[config.mk]
export PLATFORM = sky130hd
export DESIGN_NAME = xts_front
export DESIGN_NICKNAME = d
export VERILOG_FILES = /design/src/xts_pkg.sv /design/src/xts_front.sv
export SDC_FILE = /design/constraint.sdc
export NUM_CORES = 1
export LEC_CHECK = 0
export BUFFER_PORTS_ARGS = -buffer_cell sky130_fd_sc_hd__buf_4
export CORE_AREA = 3 3 199 201
export CTS_CLUSTER_SIZE = 16
export DETAILED_ROUTE_END_ITERATION = 7
export DIE_AREA = 0 0 202 204
export PLACE_DENSITY = 0.78
export SYNTH_ARGS = -nofsm -noshare
export SYNTH_HDL_FRONTEND = slang
export SYNTH_SLANG_ARGS = --single-unit
[constraint.sdc]
create_clock -name clk -period 21.2 [get_ports clk]
set_input_delay 5.3 -clock clk [delete_from_list [all_inputs] [get_ports clk]]
set_output_delay 5.3 -clock clk [all_outputs]
set_load 0.02 [all_outputs]
[src/xts_pkg.sv]
`default_nettype none
package xts_pkg;

    localparam int CFG_IDX_W = 3;

    typedef enum logic [CFG_IDX_W-1:0] {
        REG_DATA_KEY_LOW   = 3'd0,
        REG_DATA_KEY_HIGH  = 3'd1,
        REG_TWEAK_KEY_LOW  = 3'd2,
        REG_TWEAK_KEY_HIGH = 3'd3,
        REG_DIRECTION      = 3'd4
    } cfg_idx_t;

    typedef struct packed {
        logic         new_sector;
        logic [127:0] tweak;
        logic [127:0] block;
    } item_t;

    function automatic logic [7:0] xt(input logic [7:0] b);
        xt = {b[6:0], 1'b0} ^ (b[7] ? 8'h1b : 8'h00);
    endfunction

    function automatic logic [7:0] gmul(input logic [7:0] a_in, input logic [7:0] b);
        logic [7:0] p;
        logic [7:0] a;
        p = 8'h00;
        a = a_in;
        for (int i = 0; i < 8; i++)
        begin
            if (b[i])
                p = p ^ a;
            a = xt(a);
        end
        gmul = p;
    endfunction

    function automatic logic [7:0] ginv(input logic [7:0] x);
        logic [7:0] r;
        logic [7:0] base;
        logic [7:0] e;
        r = 8'h01;
        base = x;
        e = 8'd254;
        for (int i = 0; i < 8; i++)
        begin
            if (e[i])
                r = gmul(r, base);
            base = gmul(base, base);
        end
        ginv = (x == 8'h00) ? 8'h00 : r;
    endfunction

    function automatic logic [7:0] sbox(input logic [7:0] x);
        logic [7:0] v;
        v = ginv(x);
        sbox = v ^ {v[6:0], v[7]} ^ {v[5:0], v[7:6]} ^ {v[4:0], v[7:5]}
               ^ {v[3:0], v[7:4]} ^ 8'h63;
    endfunction

    // Affine inverse followed by field inverse
    function automatic logic [7:0] inv_sbox(input logic [7:0] x);
        logic [7:0] y;
        y = {x[6:0], x[7]} ^ {x[4:0], x[7:5]} ^ {x[1:0], x[7:2]} ^ 8'h05;
        inv_sbox = ginv(y);
    endfunction

    function automatic logic [7:0] rcon(input logic [3:0] rnd);
        logic [7:0] r;
        r = 8'h01;
        for (int i = 1; i < 10; i++)
        begin
            if (4'(i) < rnd)
                r = xt(r);
        end
        rcon = r;
    endfunction

    function automatic logic [127:0] next_round_key(input logic [127:0] k,
                                                    input logic [3:0] rnd);
        logic [31:0] t;
        logic [127:0] w;
        t = {sbox(k[103:96]), sbox(k[127:120]), sbox(k[119:112]),
             sbox(k[111:104]) ^ rcon(rnd)};
        w[31:0]   = k[31:0] ^ t;
        w[63:32]  = k[63:32] ^ w[31:0];
        w[95:64]  = k[95:64] ^ w[63:32];
        w[127:96] = k[127:96] ^ w[95:64];
        next_round_key = w;
    endfunction

    // Inverse of next_round_key: rebuild key rnd-1 from key rnd
    function automatic logic [127:0] prev_round_key(input logic [127:0] w,
                                                    input logic [3:0] rnd);
        logic [127:0] k;
        logic [31:0] t;
        k[127:96] = w[127:96] ^ w[95:64];
        k[95:64]  = w[95:64] ^ w[63:32];
        k[63:32]  = w[63:32] ^ w[31:0];
        t = {sbox(k[103:96]), sbox(k[127:120]), sbox(k[119:112]),
             sbox(k[111:104]) ^ rcon(rnd)};
        k[31:0] = w[31:0] ^ t;
        prev_round_key = k;
    endfunction

    function automatic logic [127:0] enc_round(input logic [127:0] s, input logic last);
        logic [7:0] b [16];
        logic [7:0] t [16];
        logic [127:0] o;
        for (int i = 0; i < 16; i++)
            b[i] = sbox(s[8*i +: 8]);
        for (int r = 0; r < 4; r++)
            for (int c = 0; c < 4; c++)
                t[r + 4*c] = b[r + 4*((c + r) % 4)];
        for (int c = 0; c < 4; c++)
        begin
            if (last)
            begin
                for (int r = 0; r < 4; r++)
                    o[8*(4*c+r) +: 8] = t[4*c+r];
            end
            else
            begin
                o[8*(4*c)   +: 8] = xt(t[4*c]) ^ xt(t[4*c+1]) ^ t[4*c+1] ^ t[4*c+2] ^ t[4*c+3];
                o[8*(4*c+1) +: 8] = t[4*c] ^ xt(t[4*c+1]) ^ xt(t[4*c+2]) ^ t[4*c+2] ^ t[4*c+3];
                o[8*(4*c+2) +: 8] = t[4*c] ^ t[4*c+1] ^ xt(t[4*c+2]) ^ xt(t[4*c+3]) ^ t[4*c+3];
                o[8*(4*c+3) +: 8] = xt(t[4*c]) ^ t[4*c] ^ t[4*c+1] ^ t[4*c+2] ^ xt(t[4*c+3]);
            end
        end
        enc_round = o;
    endfunction

    // Inverse shift and substitute, add key, then inverse mix unless last
    function automatic logic [127:0] dec_round(input logic [127:0] s, input logic [127:0] rk,
                                               input logic last);
        logic [7:0] t [16];
        logic [7:0] a [16];
        logic [127:0] o;
        for (int r = 0; r < 4; r++)
            for (int c = 0; c < 4; c++)
                t[r + 4*((c + r) % 4)] = s[8*(r + 4*c) +: 8];
        for (int i = 0; i < 16; i++)
            a[i] = inv_sbox(t[i]) ^ rk[8*i +: 8];
        for (int c = 0; c < 4; c++)
        begin
            if (last)
            begin
                for (int r = 0; r < 4; r++)
                    o[8*(4*c+r) +: 8] = a[4*c+r];
            end
            else
            begin
                o[8*(4*c)   +: 8] = gmul(a[4*c], 8'd14) ^ gmul(a[4*c+1], 8'd11)
                                  ^ gmul(a[4*c+2], 8'd13) ^ gmul(a[4*c+3], 8'd9);
                o[8*(4*c+1) +: 8] = gmul(a[4*c], 8'd9) ^ gmul(a[4*c+1], 8'd14)
                                  ^ gmul(a[4*c+2], 8'd11) ^ gmul(a[4*c+3], 8'd13);
                o[8*(4*c+2) +: 8] = gmul(a[4*c], 8'd13) ^ gmul(a[4*c+1], 8'd9)
                                  ^ gmul(a[4*c+2], 8'd14) ^ gmul(a[4*c+3], 8'd11);
                o[8*(4*c+3) +: 8] = gmul(a[4*c], 8'd11) ^ gmul(a[4*c+1], 8'd13)
                                  ^ gmul(a[4*c+2], 8'd9) ^ gmul(a[4*c+3], 8'd14);
            end
        end
        dec_round = o;
    endfunction

    function automatic logic [127:0] gf_double(input logic [127:0] t);
        gf_double = {t[126:0], 1'b0} ^ {120'd0, (t[127] ? 8'h87 : 8'h00)};
    endfunction

endpackage
`default_nettype wire

[src/xts_front.sv]
`default_nettype none
// Input queue between the port and the cipher engine
module xts_front #(
    parameter int DEPTH = 2
) (
    input  wire                 clk,
    input  wire                 rst_n,
    input  wire                 push,
    output logic                full,
    input  wire xts_pkg::item_t in_item,
    output logic                item_valid,
    output xts_pkg::item_t      item,
    input  wire                 item_take
);
    localparam int AW = (DEPTH > 1) ? $clog2(DEPTH) : 1;

    xts_pkg::item_t mem [DEPTH];
    logic [AW-1:0] wr_ptr_reg, rd_ptr_reg;
    logic [AW:0]   count_reg;
    logic          wr, rd;

    assign full = (count_reg == (AW+1)'(DEPTH));
    assign item_valid = (count_reg != '0);
    assign item = mem[rd_ptr_reg];
    assign wr = push && !full;
    assign rd = item_take && item_valid;

    always_ff @(posedge clk)
    begin
        if (wr)
            mem[wr_ptr_reg] <= in_item;
    end

    always_ff @(posedge clk or negedge rst_n)
    begin
        if (!rst_n)
        begin
            wr_ptr_reg <= '0;
            rd_ptr_reg <= '0;
            count_reg  <= '0;
        end
        else
        begin
            if (wr)
                wr_ptr_reg <= (wr_ptr_reg == AW'(DEPTH-1)) ? '0 : wr_ptr_reg + 1'b1;
            if (rd)
                rd_ptr_reg <= (rd_ptr_reg == AW'(DEPTH-1)) ? '0 : rd_ptr_reg + 1'b1;
            count_reg <= count_reg + (AW+1)'(wr) - (AW+1)'(rd);
        end
    end
endmodule
`default_nettype wire

==> results.toml, run 1 <==
[clock_network]
cts_num_sinks = 518
cts-hold-fix-buffers = 0
cts_buffers = 50
cts_tree = "done"
root_buffer = "clkbuf_16"
cts_setup_buffers = 0
h-tree-depth = 2
clk_transition_reported_paths_ns = 0.06
clock_latency_ns = 0.57
ctsResizeCount = 0
cts_buffer_depth = 3

[synthesis]
synthTopCellsByArea = "edfxtp_1 79%, mux2_4 15%, mux2_2 3.2%, buf_6 1.4%, dfrtp_1 0.51%"
synth-seq-area-share_pct = 79.3
synthesis.area_sq_um = 19600
syn_nets = 1081
yosys_warnings = 0
synth-seq-cells = 518
yosysTopAreaCell = "edfxtp_1"
synth.avg_cell_area_sq_um = 24.0
synth_cell_types = 17
synth_top_area_share_pct = 78.8
syn_inst = 818

[sta]
maxSlewViolCount = 0
maxSlewHeadroom_pct = 24.3
tns_ns = 0
fin_ws_ns = 12.06
finalCritPeriodShare_pct = 43.1
worst_slew_pin_slew_ns = 1.14
clock_skew_ns = 0.0239
hold_viol = 0
fin_crit_ns = 9.14
rsz0062_at_grt = "no"
fmax_mhz = 109
setup-violations-final = 0

[global_route]
grtUsageTotal_pct = 20.6
grt_max_degree = 83
antenna_found_initial = 2
grt_pass1_wl_mm = 63.6
first_global_vias = 10400
globalRouteOverflowTotal = 0

[cells_and_area]
regArea_sq_um = 15500
fin_cells = 1920
fin_nets = 1634
drive_above_1_share_pct = 60.9
syn_to_final_growth_pct = 29.9
fillers = 2446
largest_reg_flops = 514
multiInputGateArea_sq_um = 3750

[hold_path]
min_path_type = "reg -> reg"

[critical_path]
crit_path_start_kind = "flop"
path_cells = "buf_4 > buf_4 > mux2_4 > buf_4"
crit_top_cell = "buf_4"
cp_max_fo = 56
slowest_stage = "buf_4"
cp-end-kind = "output port"
worst-setup-path-type = "reg -> out"
critPathRequiredTime_ns = 15.90
critical_path_arrival_ns = 3.84
slowest_delay_ns = 0.93

[placement]
gp_congestion = 0.818
port_buffers = 519
hpwlAfterDp_mm = 30.7
dp_slack_ns = 12.65
numPlacedInstances = 1830

[route]
post-route-drc-count = 0
antenna_left = 0
vias_per_cell = 5.05
drtPass1Iterations = 4
wirelength_mm = 43.5
vias = 9703
wl_per_cell_microns = 22.6
drtIter0Drc = 647

[power]
ir_worst_vdd_v = 0.000110
leakagePower_nw = 10.0
power.density_nw_per_um2 = 146

[floorplan]
initial_core_util_pct = 51.9
core_area_sq_um = 37800
fp.dieH_microns = 204
design.die.area_sq_um = 41200
io_pins = 520
num_rows = 71
die_x_microns = 202

[job]
cap_viol_max_count = 0

[outcome]
status = "finished clean"
[metrics by stage]
step / utilization (%) / area (sq um) / hold slack [ns] / total power [mW]
5_1_grt: 67.4 / 25500 / 0.539 / 3.86
3_3_place_gp: 63.4 / 23900 / 0.478 / 2.89
2_1_floorplan: - / 19600 / 0.460 / 2.49
4_1_cts: 67.4 / 25400 / 0.517 / 3.75
3_5_place_dp: 63.4 / 23900 / 0.506 / 2.91
6_report: 67.4 / 25500 / 0.510 / 3.71
[layout by cell type, fill, tap and decap left out, drive strengths merged]
master,n
clkinv,26
and3,1
nand2,1
nand2b,1
nor2,1
and2,1
clkinvlp,1
mux2,257
inv,5
or2,1
xnor2,3
edfxtp,514
bufinv,3
ha,2
clkbuf,56
xor2,1
diode,1
buf,530
dfrtp,4
[cells in the mapped netlist]
library cell,count
ha_1,2
mux2_2,56
mux2_4,201
buf_8,2
inv_1,2
buf_2,3
or2_2,1
xnor2_1,3
nand2b_1,1
buf_6,24
nor2_1,1
and3_1,1
xor2_1,1
and2_1,1
edfxtp_1,514
dfrtp_1,4
nand2_1,1
[final timing paths]
path                            slack, ns      endpoint  cells after the start         start
worst max-delay path                12.06      item[63]                      4    rd_ptr_reg
worst min-delay path                 0.51  count_reg[1]                      1  count_reg[1]
worst max register to register      17.88    mem[1][54]                      4  count_reg[0]
worst min register to register       0.51  count_reg[1]                      1  count_reg[1]
max in group asynchronous           16.56    rd_ptr_reg                      1         rst_n
min in group asynchronous            4.52    wr_ptr_reg                      1         rst_n
[kinds of logic (layout without fill, tap and decap cells)]
| logic type | count (synthesis) | after routing | share of synthesized area [%] |
|---|---|---|---|
| DFF | 518 | 518 | 79.3 |
| muxes | 257 | 257 | 18.6 |
| buffers and inverters | 31 | 621 | 1.65 |
| and+or+nand+nor | 6 | 6 | 0.166 |
| xor gates and xnor gates | 4 | 4 | 0.179 |
| adders and majority gates | 2 | 2 | 0.128 |
| other | 0 | 1 | 0 |
[layer usage]
layer	GRT usage [%]	wire (microns)
met1	24.0	15300
met2	35.7	22500
met3	7.49	4500
met4	6.95	1110
met5	0	13
[critical path, delay by kind of cell, from the launching register on]
family   cells  cell delay [ns]
buf+inv      3             1.91
flops        1             0.86
mux          1             0.38
[cell type report]
type                    instances  share of cell area (%)
diodes                          1                 0.00983
clock buffers                  56                    5.09
clock inverters                33                   0.924
inverters                       2                  0.0295
multi-input cells             269                    14.7
flip-flops and latches        518                    61.1
well taps                     511                    2.51
repair buffers                530                    15.6
[power breakdown]
part	leakage [nW]	switching, mW	internal, mW	total [mW]
Sequential	4.82	0.0768	1.40	1.48
Clock	0.754	0.353	0.474	0.827
Combinational	4.47	0.738	0.659	1.40
(Power assumes the default switching activity.)
==> run 2: changes to the inputs <==
- CORE_AREA: 3 3 199 201 -> 3 3 203 205
- DIE_AREA: 0 0 202 204 -> 0 0 206 208
- PLACE_DENSITY: 0.78 -> 0.75
- clock period: 21.2 -> 8.57 ns (I/O delays scaled with it)
==> run 2 against run 1 <==
Against the previous run:
- first-iteration DRC count fell by 29%
- register-to-register slack got worse by 12 ns
- hold slack improved by 0.019 ns
- largest power group unchanged
- die area rose by 4.0%
- sequential share of layout area fell by 0.40 points
- worst setup slack got worse by 8.6 ns
- clock-buffer cell count rose by 8
==> results.toml, run 2 (synthesized netlist as in run 1, its figures left out) <==
[critical_path]
critical_path_arrival_ns = 2.95
crit_path_start_kind = "flop"
cp-end-kind = "output port"
cp_max_fo = 102
worst-setup-path-type = "reg -> out"
critPathRequiredTime_ns = 6.43

[route]
drtPass1Iterations = 6
post-route-drc-count = 0
wl_per_cell_microns = 21.6
wirelength_mm = 41.9
vias_per_cell = 4.94
drtIter0Drc = 462
vias = 9561
antenna_left = 0

[clock_network]
h-tree-depth = 2
cts_buffers = 52
clk_transition_reported_paths_ns = 0.06
cts_setup_buffers = 0
cts_tree = "done"
root_buffer = "clkbuf_16"
clock_latency_ns = 0.56
cts_buffer_depth = 3
cts-hold-fix-buffers = 0
cts_num_sinks = 518
ctsResizeCount = 0

[floorplan]
core_area_sq_um = 39600
num_rows = 73
initial_core_util_pct = 49.4
fp.dieH_microns = 208
design.die.area_sq_um = 42800
io_pins = 520
die_x_microns = 206

[global_route]
grt_pass1_wl_mm = 61.4
antenna_found_initial = 2
grt_max_degree = 103
first_global_vias = 10300
grtUsageTotal_pct = 19.1
globalRouteOverflowTotal = 0

[sta]
hold_viol = 0
finalCritPeriodShare_pct = 59.5
tns_ns = 0
clock_skew_ns = 0.00786
maxSlewHeadroom_pct = 26.8
fin_crit_ns = 5.10
maxSlewViolCount = 0
fmax_mhz = 196
rsz0062_at_grt = "no"
worst_slew_pin_slew_ns = 1.10
setup-violations-final = 0

[hold_path]
min_path_type = "reg -> reg"

[power]
power.density_nw_per_um2 = 362
leakagePower_nw = 10.1
ir_worst_vdd_v = 0.000367

[cells_and_area]
drive_above_1_share_pct = 61.2
fin_nets = 1633
largest_reg_flops = 514
final_common_cell = "buf_4"
layout_common_cells = "523 x buf_4, 514 x edfxtp_1, 201 x mux2_4, 56 x mux2_2, 53 x clkbuf_16"
syn_to_final_growth_pct = 30.7
fin_cells = 1937

[job]
cap_viol_max_count = 0

[placement]
gp_congestion = 0.764
port_buffers = 519
hpwlAfterDp_mm = 29.0
numPlacedInstances = 1841

[outcome]
status = "finished clean"
-- run 2: worst max-delay path, cell delays in order, from the launching register on --
cell and delay (ns):
dfrtp_4 1.07, buf_12 0.66, mux2_4 0.36, buf_4 0.16
-- run 2: path summary, 6_finish.rpt --
path | start | to | slack (ns) | cells after the start
max | rd_ptr_reg | item[32] | 3.47 | 3
min | count_reg[1] | count_reg[1] | 0.53 | 1
max reg2reg | count_reg[1] | mem[0][176] | 5.57 | 5
min reg2reg | count_reg[1] | count_reg[1] | 0.53 | 1
max in group asynchronous | rst_n | rd_ptr_reg | 7.08 | 1
min in group asynchronous | rst_n | rd_ptr_reg | 1.38 | 1
-- run 2: final cells by class --
class | instances | area, sq um
flip-flops and latches | 518 | 15500
fillers | 2698 | 14000
repair buffers | 527 | 4010
multi-input cells | 269 | 3750
clock buffers | 64 | 1410
well taps | 525 | 657
clock inverters | 31 | 245
inverters | 2 | 7.51
diodes | 1 | 2.50
-- run 2: power breakdown --
part | leakage (nW) | internal, mW | switching, mW
logic | 4.47 | 1.63 | 1.83
registers | 4.82 | 3.47 | 0.196
clock network | 0.818 | 1.28 | 0.881
-- run 2: stage by stage --
stage / hold WS [ns] / setup WS (ns) / total power, mW / util [%] / cell area [sq um]
after global routing: 0.529 / 3.35 / 9.67 / 64.6 / 25600
after floorplan: 0.460 / 2.06 / 6.02 / - / 19600
after CTS: 0.523 / 3.41 / 9.39 / 64.6 / 25600
after global placement: 0.476 / 3.98 / 7.16 / 60.5 / 24000
final: 0.529 / 3.47 / 9.29 / 64.6 / 25600
after detailed placement: 0.507 / 3.96 / 7.21 / 60.5 / 24000
-- run 2: layer usage --
layer / track usage (%) / part of all wire, %
met4: 7.49 / 3.7
met3: 7.21 / 10
met2: 33.0 / 51
met5: 0 / 0.017
met1: 21.3 / 35
==> run 3: changes to the inputs <==
- CORE_AREA: 3 3 203 205 -> not set
- CORE_MARGIN: not set -> 3
- CORE_UTILIZATION: not set -> 47
- DIE_AREA: 0 0 206 208 -> not set
- clock period: 8.57 -> 4.5 ns (I/O delays scaled with it)
==> run 3 against run 2 <==
Against the previous run:
- routed wire length is 2.3% higher
- first-iteration DRC count is 41% higher
- worst setup slack worse by 2.5 ns
- core utilization is 1.7 points lower
==> results.toml, run 3 (synthesized netlist as in run 1, its figures left out) <==
[outcome]
status = "finished clean"

[floorplan]
io_pins = 520
design.die.area_sq_um = 44200
die_x_microns = 210
fp.dieH_microns = 210
core_area_sq_um = 41000
initial_core_util_pct = 47.8
num_rows = 74

[cells_and_area]
postLayoutCellArea_sq_um = 25800
largest_reg_flops = 514
fin_cells = 1955
syn_to_final_growth_pct = 31.8
antenna_cells = 0
fin_nets = 1645
drive_above_1_share_pct = 61.6
post-route-util_pct = 63.0
fillers = 2853
final_common_cell = "buf_4"
layout_common_cells = "530 x buf_4, 514 x edfxtp_1, 201 x mux2_4, 56 x mux2_2, 53 x clkbuf_16"

[power]
finalPower_mw = 17.9
power.density_nw_per_um2 = 694
ir_worst_vdd_v = 0.000497
leakagePower_nw = 10.2

[critical_path]
timing.rr.start = "count_reg[1]"
slowest_delay_ns = 0.70
worstReg2RegEnd = "mem[1][28]"
cp_max_fo = 40
slowest_stage = "dfrtp_4"
crit_path_start_kind = "flop"
r2r_cells = 3
crit_top_cell = "buf_4"
critical_path_arrival_ns = 2.43
path_cells = "buf_4 > mux2_2 > buf_4"
worst-setup-path-type = "reg -> out"
rrSetupSlack_ns = 2.29
path_buf_inv = 2
cp-end-kind = "output port"
cp_top_family = "buffers and inverters"
critPathRequiredTime_ns = 3.38

[sta]
hold_viol = 0
fin_crit_ns = 3.56
tns_ns = 0
setup-violations-final = 0
fin_ws_ns = 0.945
finalCritPeriodShare_pct = 79.0
rsz0062_at_grt = "no"
maxSlewHeadroom_pct = 41.1
maxSlewViolCount = 0
worst_slew_pin_slew_ns = 0.883
worst_hold_slack_ns = 0.346
fmax_mhz = 281
clock_skew_ns = 0.0129

[route]
wirelength_mm = 42.9
drtIter0Drc = 652
wl_per_cell_microns = 22.0
vias_per_cell = 4.99
vias = 9748
antenna_left = 0
post-route-drc-count = 0
drtPass1Iterations = 4

[placement]
dp_slack_ns = 1.51
port_buffers = 519
numPlacedInstances = 1860
gp_congestion = 0.760
place_area_sq_um = 24100
hpwlAfterDp_mm = 30.0

[clock_network]
cts_num_sinks = 518
h-tree-depth = 2
cts_tree = "done"
root_buffer = "clkbuf_16"
clock_latency_ns = 0.57
ctsResizeCount = 0
cts_buffers = 52
cts_setup_buffers = 0
clk_transition_reported_paths_ns = 0.06
cts_buffer_depth = 3
cts-hold-fix-buffers = 0

[job]
cap_viol_max_count = 0

[global_route]
globalRouteOverflowTotal = 0
grtUsageTotal_pct = 18.6
first_global_vias = 10200
antenna_found_initial = 0
grt_max_degree = 130
grt_pass1_wl_mm = 61.7

[hold_path]
min_path_type = "in -> async"
==> run 3: cell types whose count changed in the layout (fill, tap and decap cells not counted), sizes merged <==
cell,delta
diode,-1
clkinv,-3
clkinvlp,+3
inv,+3
clkbuf,-5
buf,+12
bufinv,+2
==> run 3: layout make-up <==
class	count	area, sq um	area share [%]
Sequential cell	518	15500	60.2
Timing Repair Buffer	539	4160	16.1
Clock buffer	59	1350	5.22
Multi-Input combinational cell	269	3770	14.6
Clock inverter	36	335	1.30
Tap cell	532	666	2.58
Inverter	2	7.51	0.0291
==> run 3: metal layers <==
layer | part of all wire [%] | GRT usage [%] | routed length (microns) | vias to the layer above
li1 | - | - | - | 4393
met2 | 51 | 31.8 | 21800 | 432
met1 | 36 | 21.6 | 15700 | 4828
met3 | 9.0 | 6.18 | 3860 | 95
met5 | 0 | 0 | 0 | -
met4 | 3.8 | 7.93 | 1620 | 0
==> run 3: worst max-delay path by stage <==
stage | from | end | slack [ns] | cells after the start
global route | rd_ptr_reg | item[1] | 0.83 | 4
detailed placement | rd_ptr_reg | item[1] | 1.51 | 4
global placement | rd_ptr_reg | item[248] | 1.53 | 3
finish | rd_ptr_reg | item[5] | 0.94 | 3
CTS | rd_ptr_reg | item[1] | 0.87 | 4
floorplan | push | mem[0][0] | -0.89 | 2
==> run 3: where the power goes <==
part | total (mW) | leakage [nW] | switching, mW | internal, mW
sequential | 6.91 | 4.82 | 0.309 | 6.60
clock | 4.22 | 0.819 | 1.72 | 2.49
combinational | 6.78 | 4.55 | 3.59 | 3.20
